===== config.mk =====
export PLATFORM = sky130hd
export DESIGN_NAME = shared_buffer_multi_queue_top
export DESIGN_NICKNAME = d
export VERILOG_FILES = /design/src/sv/sbmq_pkg.sv /design/src/sv/shared_buffer_multi_queue_top.sv /design/src/sv/sbmq_ram.sv
export VERILOG_INCLUDE_DIRS = /design/src /design/src/sv
export SDC_FILE = /design/constraint.sdc
export NUM_CORES = 2
export LEC_CHECK = 0
export BUFFER_PORTS_ARGS = -buffer_cell sky130_fd_sc_hd__clkbuf_2
export CAP_MARGIN = 20
export CELL_PAD_IN_SITES_DETAIL_PLACEMENT = 2
export CELL_PAD_IN_SITES_GLOBAL_PLACEMENT = 2
export CORE_MARGIN = 4
export CORE_UTILIZATION = 34
export DETAILED_ROUTE_END_ITERATION = 16
export PLACE_DENSITY = 0.66
export SYNTH_ARGS = -nofsm -noshare
export SYNTH_HDL_FRONTEND = slang
export SYNTH_SLANG_ARGS = --single-unit

===== constraint.sdc =====
create_clock -name aclk -period 4.7 [get_ports aclk]
set_clock_uncertainty 0.15 [all_clocks]
set_input_delay 0.47 -clock aclk [delete_from_list [all_inputs] [get_ports aclk]]
set_output_delay 0.47 -clock aclk [all_outputs]
set_load 0.005 [all_outputs]

===== src/sv/assert_macros.svh =====
// assertion helpers included by the top rtl file
`ifndef ASSERT_MACROS_SVH
`define ASSERT_MACROS_SVH

// property checked on every clock edge outside reset
`define SBMQ_ASSERT(label, prop, msg) \
    label: assert property (@(posedge aclk) disable iff (!aresetn) (prop)) else $error(msg);

// antecedent in one cycle implies consequent in the next, outside reset
`define SBMQ_ASSERT_NEXT(label, ante, cons, msg) \
    label: assert property (@(posedge aclk) disable iff (!aresetn) (ante) |=> (cons)) \
        else $error(msg);

`endif


===== src/sv/sbmq_pkg.sv =====
`timescale 1ns / 1ps
// ----------------------------------------------------------------------------
// sbmq_pkg
// types and codes of the shared buffer multi queue
// ----------------------------------------------------------------------------
package sbmq_pkg;

    localparam int QIDX_W = 3;
    localparam int DATA_W = 32;

    localparam logic CMD_ENQ = 1'b0;
    localparam logic CMD_DEQ = 1'b1;

    localparam logic [1:0] ST_DONE  = 2'd0;
    localparam logic [1:0] ST_FULL  = 2'd1;
    localparam logic [1:0] ST_EMPTY = 2'd2;

    typedef struct packed {
        logic                     cmd;
        logic [QIDX_W-1:0]        queue_index;
        logic signed [DATA_W-1:0] value;
    } in_t;

    typedef struct packed {
        logic [1:0]               status;
        logic signed [DATA_W-1:0] read_value;
        logic                     queue_empty;
        logic                     store_full;
    } out_t;

endpackage


===== src/sv/shared_buffer_multi_queue_top.sv =====
`timescale 1ns / 1ps
// ----------------------------------------------------------------------------
// shared_buffer_multi_queue_top
// fifo queues sharing one slot store through linked lists and a free list
// ----------------------------------------------------------------------------
// channel | ports                    | beat
// input   | s_valid s_ready s_data   | cmd, queue_index, value
// result  | m_valid m_ready m_data   | status, read_value, queue_empty, store_full
//
// per beat, the link and data rams are read in the accept cycle, the
// result and all write-backs follow in the next cycle
// a new beat is taken once no beat is in work and the result register is free or being drained
// reset clears the list pointers at once; link entries at or above the
// allocation mark read as the initial chain, so no clearing pass is needed
// a stalled result holds the block after its working cycle
// ----------------------------------------------------------------------------
module shared_buffer_multi_queue_top #(
    parameter int SLOTS  = 64,
    parameter int QUEUES = 8
) (
    input  logic           aclk,
    input  logic           aresetn,
    input  logic           s_valid,
    output logic           s_ready,
    input  sbmq_pkg::in_t  s_data,
    output logic           m_valid,
    input  logic           m_ready,
    output sbmq_pkg::out_t m_data
);
    import sbmq_pkg::*;

    `include "assert_macros.svh"

    localparam int LW     = $clog2(SLOTS + 1);
    localparam int AW     = $clog2(SLOTS);
    localparam int QDEPTH = (QUEUES < (1 << QIDX_W)) ? QUEUES : (1 << QIDX_W);
    localparam int QW     = (QDEPTH > 1) ? $clog2(QDEPTH) : 1;
    localparam logic [LW-1:0] NULL_PTR = LW'(SLOTS);

    logic              busy_reg, busy_next;
    logic              m_valid_reg, m_valid_next;
    out_t              out_reg, out_next;
    logic              cmd_reg;
    logic [QW-1:0]     qsel_reg;
    logic              qok_reg;
    logic [DATA_W-1:0] value_reg;
    logic [AW-1:0]     link_addr_reg;
    logic [LW-1:0]     free_head_reg, free_head_next;
    logic [LW-1:0]     hwm_reg, hwm_next;
    logic [LW-1:0]     head_reg [QDEPTH];
    logic [LW-1:0]     head_next [QDEPTH];
    logic [LW-1:0]     tail_reg [QDEPTH];
    logic [LW-1:0]     tail_next [QDEPTH];

    logic              s_fire;
    logic              qok;
    logic [QW-1:0]     qsel;
    logic [AW-1:0]     link_raddr;
    logic [AW-1:0]     data_raddr;
    logic [LW-1:0]     link_q;
    logic [LW-1:0]     link_rd;
    logic [DATA_W-1:0] data_q;

    logic              link_we;
    logic [AW-1:0]     link_waddr;
    logic [LW-1:0]     link_wdata;
    logic              data_we;
    logic [AW-1:0]     data_waddr;

    logic [LW-1:0]     cur_head;
    logic [LW-1:0]     cur_tail;

    assign s_ready = !busy_reg && (!m_valid_reg || m_ready);
    assign s_fire  = s_valid && s_ready;
    assign m_valid = m_valid_reg;
    assign m_data  = out_reg;

    // read issue in the accept cycle
    always_comb begin
        qok  = int'(s_data.queue_index) < QUEUES;
        qsel = qok ? s_data.queue_index[QW-1:0] : '0;
        if (s_data.cmd == CMD_ENQ) begin
            link_raddr = free_head_reg[AW-1:0];
        end else begin
            link_raddr = head_reg[qsel][AW-1:0];
        end
        data_raddr = head_reg[qsel][AW-1:0];
    end

    sbmq_ram #(
        .WIDTH(LW),
        .DEPTH(SLOTS)
    ) u_link_ram (
        .aclk (aclk),
        .we   (link_we),
        .waddr(link_waddr),
        .wdata(link_wdata),
        .re   (s_fire),
        .raddr(link_raddr),
        .rdata(link_q)
    );

    sbmq_ram #(
        .WIDTH(DATA_W),
        .DEPTH(SLOTS)
    ) u_data_ram (
        .aclk (aclk),
        .we   (data_we),
        .waddr(data_waddr),
        .wdata(value_reg),
        .re   (s_fire),
        .raddr(data_raddr),
        .rdata(data_q)
    );

    // never-allocated slots read as the reset chain
    assign link_rd = (LW'(link_addr_reg) >= hwm_reg) ? (LW'(link_addr_reg) + LW'(1)) : link_q;
    assign cur_head = head_reg[qsel_reg];
    assign cur_tail = tail_reg[qsel_reg];

    always_comb begin
        busy_next      = busy_reg;
        m_valid_next   = m_valid_reg;
        out_next       = out_reg;
        free_head_next = free_head_reg;
        hwm_next       = hwm_reg;
        head_next      = head_reg;
        tail_next      = tail_reg;
        link_we        = 1'b0;
        link_waddr     = '0;
        link_wdata     = '0;
        data_we        = 1'b0;
        data_waddr     = free_head_reg[AW-1:0];

        if (m_valid_reg && m_ready) begin
            m_valid_next = 1'b0;
        end
        if (s_fire) begin
            busy_next = 1'b1;
        end

        if (busy_reg) begin
            busy_next           = 1'b0;
            m_valid_next        = 1'b1;
            out_next.status     = ST_DONE;
            out_next.read_value = '0;
            out_next.queue_empty = 1'b1;
            if (!qok_reg) begin
                out_next.status = (cmd_reg == CMD_ENQ) ? ST_FULL : ST_EMPTY;
            end else if (cmd_reg == CMD_ENQ) begin
                if (free_head_reg == NULL_PTR) begin
                    out_next.status      = ST_FULL;
                    out_next.queue_empty = (cur_tail == NULL_PTR);
                end else begin
                    free_head_next = link_rd;
                    data_we        = 1'b1;
                    if (free_head_reg == hwm_reg) begin
                        hwm_next = hwm_reg + LW'(1);
                    end
                    if (cur_tail == NULL_PTR) begin
                        head_next[qsel_reg] = free_head_reg;
                    end else begin
                        link_we    = 1'b1;
                        link_waddr = cur_tail[AW-1:0];
                        link_wdata = free_head_reg;
                    end
                    tail_next[qsel_reg]  = free_head_reg;
                    out_next.queue_empty = 1'b0;
                end
            end else begin
                if (cur_tail == NULL_PTR || cur_head == NULL_PTR) begin
                    out_next.status = ST_EMPTY;
                end else begin
                    out_next.read_value = data_q;
                    if (cur_head == cur_tail) begin
                        head_next[qsel_reg]  = NULL_PTR;
                        tail_next[qsel_reg]  = NULL_PTR;
                        out_next.queue_empty = 1'b1;
                    end else begin
                        head_next[qsel_reg]  = link_rd;
                        out_next.queue_empty = 1'b0;
                    end
                    link_we        = 1'b1;
                    link_waddr     = cur_head[AW-1:0];
                    link_wdata     = free_head_reg;
                    free_head_next = cur_head;
                end
            end
            out_next.store_full = (free_head_next == NULL_PTR);
        end
    end

    always_ff @(posedge aclk) begin
        if (!aresetn) begin
            busy_reg      <= 1'b0;
            m_valid_reg   <= 1'b0;
            free_head_reg <= '0;
            hwm_reg       <= '0;
            for (int i = 0; i < QDEPTH; i++) begin
                head_reg[i] <= NULL_PTR;
                tail_reg[i] <= NULL_PTR;
            end
        end else begin
            busy_reg      <= busy_next;
            m_valid_reg   <= m_valid_next;
            free_head_reg <= free_head_next;
            hwm_reg       <= hwm_next;
            head_reg      <= head_next;
            tail_reg      <= tail_next;
        end
    end

    always_ff @(posedge aclk) begin
        out_reg <= out_next;
        if (s_fire) begin
            cmd_reg       <= s_data.cmd;
            qsel_reg      <= qsel;
            qok_reg       <= qok;
            value_reg     <= s_data.value;
            link_addr_reg <= link_raddr;
        end
    end

    `SBMQ_ASSERT_NEXT(a_accept_busy, s_fire, busy_reg && !s_ready, "accept did not start work")
    `SBMQ_ASSERT_NEXT(a_busy_result, busy_reg, m_valid_reg && !busy_reg, "work gave no result")
    `SBMQ_ASSERT(a_busy_out_free, !(busy_reg && m_valid_reg), "result register busy during work")
    `SBMQ_ASSERT(a_ptr_range, free_head_reg <= NULL_PTR && hwm_reg <= NULL_PTR, "pointer out of range")

endmodule


===== src/sv/sbmq_ram.sv =====
`timescale 1ns / 1ps
// ----------------------------------------------------------------------------
// sbmq_ram
// simple dual port ram, one write port, one registered read port
// ----------------------------------------------------------------------------
module sbmq_ram #(
    parameter int WIDTH = 32,
    parameter int DEPTH = 64
) (
    input  logic                     aclk,
    input  logic                     we,
    input  logic [$clog2(DEPTH)-1:0] waddr,
    input  logic [WIDTH-1:0]         wdata,
    input  logic                     re,
    input  logic [$clog2(DEPTH)-1:0] raddr,
    output logic [WIDTH-1:0]         rdata
);

    logic [WIDTH-1:0] mem_reg [DEPTH];
    logic [WIDTH-1:0] rdata_reg;

    always_ff @(posedge aclk) begin
        if (we) begin
            mem_reg[waddr] <= wdata;
        end
        if (re) begin
            rdata_reg <= mem_reg[raddr];
        end
    end

    assign rdata = rdata_reg;

endmodule


After elaboration in Yosys (flattened, before gate mapping):

Memories as Yosys holds them, arrays and structs flattened. A register that Yosys moved wholly into a read port is not among the register bits.
Index checks and enable logic that the tools add are counted.

* flip-flop bits (word level): 206
* RAM bits: 2496
* input port bits: 40
* output and inout bits: 38
* word-level logic and storage cells: 131
* memories: 2

* add/sub/neg operators: 2
* magnitude comparators: 4
* equality and inequality tests: 9
* multiplexer cells: 61
* bitwise operators: 10
* reduce and logical (&&, ||, !) cells: 15

Memory list
* u_data_ram.mem_reg: words 64, width 32, read ports 1, clocked after memory_dff 1, write ports 1, line sbmq_ram.sv:19 `logic [WIDTH-1:0] mem_reg [DEPTH];`
* u_link_ram.mem_reg: words 64, width 7, read ports 1, clocked after memory_dff 1, write ports 1, line sbmq_ram.sv:19

Operator list (number)
* $mux W56: 9
* $bwmux W56: 3
* $mux W7: 15
* $and A48 B48 Y48: 2
* $bmux W7 S3: 3
* $mux W6: 8
* $not A48 Y48: 1
* $eq A7 B7 Y1 const B: 4
* $demux W7 S3: 1
* $mux W1: 20
* $or A8 B8 Y8: 2
* $eq A7 B7 Y1: 2
* $reduce_and A4 Y1: 3
* $ge A4 B4 Y1 const B: 2
* $not A3 Y4: 2
* $add A6 B1 Y7 const B: 1
* $add A7 B1 Y7 const B: 1
* $ge A6 B7 Y1: 1
* $logic_and A1 B1 Y1: 4
* $lt A4 B1 Y1 const B: 1
* $mux W2: 2
* $ne A2 B2 Y1 const B: 2
* $reduce_bool A2 Y1: 2
* $reduce_or A2 Y1: 2
* 4 further kinds: 8

Depth between registers and ports, before layout:

* depth in word-level cells: 11
* gate-level depth with buffers: 15
* depth with buffers taken out: 11

Hierarchy:

Synthesis repeated with hierarchy kept, for this count alone.

* cell total of the unflattened synthesis: 5218
* area total of the unflattened synthesis: 107471.8 um^2

By module, submodules not included
* sbmq_ram (u_data_ram): times used 1, cells an instance 3324, area an instance 78835.6 um^2, seq. area each 62459.9 um^2
* sbmq_ram (u_link_ram): times used 1, cells an instance 827, area an instance 17705.7 um^2, seq. area each 13663.1 um^2
* shared_buffer_multi_queue_top: times used 1, cells an instance 1067, area an instance 10930.5 um^2, seq. area each 4904.7 um^2

Worst setup path after synthesis:

Ideal clock, no wire load.

* kind: register to register
* start: register busy_reg
* end: memory u_data_ram.mem_reg[30][0] (enable)
* setup time: 0.421 ns
* data arrival time: 3.778 ns
* required time: 4.129 ns
* setup slack: 0.351 ns
* cell stages (with the launch flop): 5
* path buffers: 0
* period minus slack after synthesis: 4.349 ns
* path through: dfxtp_1 clkinv_1 nor3_1 nand3_1 nor2_1

* longest elaborated chain between the ends: 3

Ends and longest elaborated chain
* start, declared: line shared_buffer_multi_queue_top.sv:40 `logic busy_reg, busy_next;`
* start signal, assigned: line shared_buffer_multi_queue_top.sv:204 `busy_reg <= busy_next;`
* $mux W1: line shared_buffer_multi_queue_top.sv:142 `if (busy_reg) begin`
* $mux W1: line sbmq_ram.sv:23 `if (we) begin`
* $mux W1 (implied by the code): line sbmq_ram.sv:24 `mem_reg[waddr] <= wdata;`
* end, declared: line sbmq_ram.sv:19

Every way passes these cells.

Worst setup path in the final report:

* start: register qsel_reg[0]
* end: memory u_link_ram.mem_reg[32][2] (netlist bit) (enable)

* longest elaborated chain between the ends: 11
* elaborated cells between the ends (all ways): 22
* classes of those cells: eq/ne (2); mux (18); bitwise (1); reduce/logical (1)

Ends and longest elaborated chain
* start, declared: line shared_buffer_multi_queue_top.sv:44 `logic [QW-1:0] qsel_reg;`
* start signal, assigned: line shared_buffer_multi_queue_top.sv:217 `qsel_reg <= qsel;`
* $not A3 Y4 (implied by the code) (*): line shared_buffer_multi_queue_top.sv:118, shared_buffer_multi_queue_top.sv:119
* $bmux W7 S3 (on tied branches): line shared_buffer_multi_queue_top.sv:119, shared_buffer_multi_queue_top.sv:118
* $mux W7 (on tied branches) (2 in a row): line shared_buffer_multi_queue_top.sv:119, shared_buffer_multi_queue_top.sv:118
* $eq A7 B7 Y1 (on tied branches): line shared_buffer_multi_queue_top.sv:160, shared_buffer_multi_queue_top.sv:171
* $mux W1 / $logic_or A1 B1 Y1 (equally long branches): line shared_buffer_multi_queue_top.sv:160, shared_buffer_multi_queue_top.sv:171
* $mux W1 (on tied branches): line shared_buffer_multi_queue_top.sv:151, shared_buffer_multi_queue_top.sv:171
* $mux W1: line shared_buffer_multi_queue_top.sv:150 `end else if (cmd_reg == CMD_ENQ) begin`
* $mux W1: line shared_buffer_multi_queue_top.sv:142
* $mux W1: line sbmq_ram.sv:23
* $mux W1 (implied by the code): line sbmq_ram.sv:24
* end, declared: line sbmq_ram.sv:19

Every way passes the cells marked *; elsewhere a longest branch is shown, timed or not. The select of a mux whose other input is x is not followed.

==> flow_summary.ini <==
[worst_setup_path]
slowest_delay_ps = 550
worstSetupEndpointType = flip-flop
critPathLaunchType = flip-flop
critPathKind = flip-flop to flip-flop
worstPathCellList = buf_12 -> mux4_2 -> mux2i_2 -> nand3b_1 -> o21ai_1 -> buf_4 -> o22ai_1 -> and2_0 -> nand2_1 -> nor2_2 -> buf_4
cp.arrival_ps = 4950
critPathMaxFanout = 44
crit_slowest_cell = mux4_2
crit_path_frequent_cell = buf_4
required_ps = 5120

[place]
port-buffer-count = 77
dpl.hpwl_mm = 234.2
placed_area_um2 = 119400
gp_congestion = 0.8294
post-place-ws_ps = 6.781

[clock_tree]
cts.htree.levels = 5
cts.sinks = 2741
cts_root_buf = clkbuf_16
clock_latency_ps = 940
cts_buffer_depth = 4
cts_tree = yes
cts_inserted_buffers = 308
cts.clk_slew.worst_paths_ps = 60

[synthesis]
synthMostInstantiatedCell = edfxtp_1
synthTopCellsByArea = edfxtp_1 71%, nand2_1 6.1%, a311oi_1 3.2%
postSynth.asyncResetShare = 0
yosysUniqueCellTypes = 87
synth_nets = 8095
ys_warn_count = 0
yosys.area.top_type_share = 0.7104
synthMuxAreaShare = 0.03010
ys_ff_latch = 2741
avgSynthCellArea_um2 = 13.73
ys_seq_area_frac = 0.7336
ys.flop_type = edfxtp_1
yosys.area_share.adder = 0.0009063
ys_top_cells_by_count = 2,613 x edfxtp_1, 1,795 x nand2_1, 587 x nand3_1
synth_top_area_cell = edfxtp_1
syn_area_um2 = 110400
synth-edff-count = 2613
synth_xor_xnor_area_share = 0.001903
synthSimpleGateAreaFrac = 0.1236
synth_top_family_by_area = simple AND/OR/NAND/NOR gates
synth_compound_area_frac = 0.08694
synth_cells = 8047

[timing]
fmax_ghz = 0.2208
slew_violations = 0
hold_viol = 0
tns_ps = 0
maxSlewHeadroom = 0.3221
period_minus_slack_ps = 4528
setup_viol = 0
tightest_slew_ps = 991.2
fin_crit_sh = 0.9635
fin_ws_ps = 171.6

[power_and_ir_drop]
p_leak_nw = 44.36
vdd_drop_max_mv = 0.2469
powerDensity_nw_per_um2 = 427.7

[drt]
drt_iter0_drc = 7371
routed_wl_mm = 397.1
drt_pass1_iterations = 5
drc = 0
viasPerCell = 5.723
antenna_left = 0
vias = 74280
post_drt_wl_per_cell_um = 30.59

[finish]
fin_nets = 8436
final_area_um2 = 129700
largest_reg_flops = 2048
register_area_um2 = 81030
n_fill_cell = 32100
drive_gt1_frac = 0.1418
area_growth_pct = 17.45
multiInputGateArea_um2 = 27490
fin_util = 0.4007

[global_route]
grt_pass1_wl_mm = 577.1
antenna_found_initial = 16
grt_pass1_vias = 80790
gr-usage-all-layers = 0.2315
overflow = 0
grt_max_degree = 104

[run]
cap_viol_max_count = 0

[floorplanning]
dieArea_um2 = 334000
die_w_um = 578.0
die_y_um = 578.0
core_um2 = 323700
num_io_pins = 78
rows = 209
start_util = 0.3412

[run_status]
status = finished clean

[min_path]
hp-class = input port to flip-flop
## worst paths after layout
check,start,cells past startpoint,endpoint,slack (ps)
worst max-delay path,qsel_reg[0]$_DFFE_PP_,11,u_link_ram.mem_reg[32][2]$_DFFE_PP_,170
worst min-delay path,s_data[26],2,value_reg[26]$_DFFE_PP_,130
worst max register to register,qsel_reg[0]$_DFFE_PP_,11,u_link_ram.mem_reg[32][2]$_DFFE_PP_,170
worst min register to register,tail_reg[11]$_SDFFE_PN0P_,2,tail_reg[11]$_SDFFE_PN0P_,310
## power breakdown
group | internal [W] | switching, W | leakage, nW | total, W
combinational | 0.00138 | 0.00336 | 14.6 | 0.00475
clock | 0.0135 | 0.0103 | 4.71 | 0.0238
sequential | 0.0269 | 0.000110 | 25.0 | 0.0270
## per-layer routing
metal | vias up | wire length [um] | part of all wire | track usage
li1 | 31470 | - | - | -
met1 | 39810 | 169000 | 0.43 | 0.3113
met2 | 2322 | 195300 | 0.49 | 0.3926
met3 | 674 | 20920 | 0.053 | 0.02899
met4 | 4 | 11880 | 0.030 | 0.06919
met5 | - | 27 | 0.000068 | 0
## layout make-up
class,count,area share
Inverter,24,0.0006945
Sequential cell,2741,0.6247
Antenna cell,21,0.0004051
Multi-Input combinational cell,4677,0.2119
Clock inverter,161,0.01236
Clock buffer,395,0.06248
Timing Repair Buffer,636,0.04575
Tap cell,4325,0.04172
## cells by family (layout without fill, tap and decap cells)
kind of cell | Yosys count | count (layout)
other | 0 | 21
flip-flops | 2741 | 2741
AO/OA/AOI/OAI | 1313 | 1313
XOR/XNOR | 24 | 24
adder cells (fa/ha/maj) | 8 | 8
buffers and inverters | 629 | 1216
multiplexers | 246 | 246
AND/OR/NAND/NOR | 3086 | 3086
## layout by cell type (no fill, tap or decap), drive strengths merged, types with 11 or more instances in the layout
| master | netlist | layout |
|---|---|---|
| edfxtp | 2613 | 2613 |
| nand2 | 1800 | 1800 |
| nand3 | 587 | 587 |
| buf | 78 | 518 |
| clkbuf | 527 | 472 |
| a311oi | 400 | 400 |
| and3 | 300 | 300 |
| a211oi | 269 | 269 |
| a21oi | 221 | 221 |
| nor2 | 209 | 209 |
| mux2i | 161 | 161 |
| a31oi | 151 | 151 |
| dfxtp | 128 | 128 |
| clkinv | 2 | 113 |
| a22oi | 67 | 67 |
| o21ai | 67 | 67 |
| mux4 | 66 | 66 |
| dlygate4sd3 | 0 | 41 |
| inv | 22 | 40 |
| nor2b | 33 | 33 |
| and2 | 30 | 30 |
| nor3 | 26 | 26 |
| o22ai | 23 | 23 |
| diode | 0 | 21 |
| bufinv | 0 | 21 |
| xnor2 | 20 | 20 |
| mux2 | 19 | 19 |
| nand2b | 18 | 18 |
| nor3b | 18 | 18 |
| and4 | 16 | 16 |
| o211ai | 14 | 14 |
| a21boi | 13 | 13 |
| clkinvlp | 0 | 11 |
## worst max-delay path: cells and delay by family (launching register included)
kind,cells,cell delay (ps)
AOI/OAI and AO/OA,2,570
DFF,1,410
buffers and inverters,3,740
muxes,2,970
and+or+nand+nor,4,1350
## per-stage QoR
stage	power (W)	cells	hold WS, ps
6_report	0.05548	12980	130.9
2_1_floorplan	0.02991	8047	280.3
5_1_grt	0.05736	12970	97.15
3_3_place_gp	0.03197	12360	289.3
3_5_place_dp	0.03215	12360	300.4
4_1_cts	0.05595	12960	51.94
## repair_timing
| action | in CTS | in global routing |
|---|---|---|
| hold buffers | 41 | 0 |
| resized for setup | 4 | 10 |
| endpoints found under the hold margin | 84 | 0 |
| setup endpoints to repair | 75 | 381 |
| pin swaps | 0 | 2 |
| buffers inserted | 0 | 2 |
(Power assumes the default switching activity.)
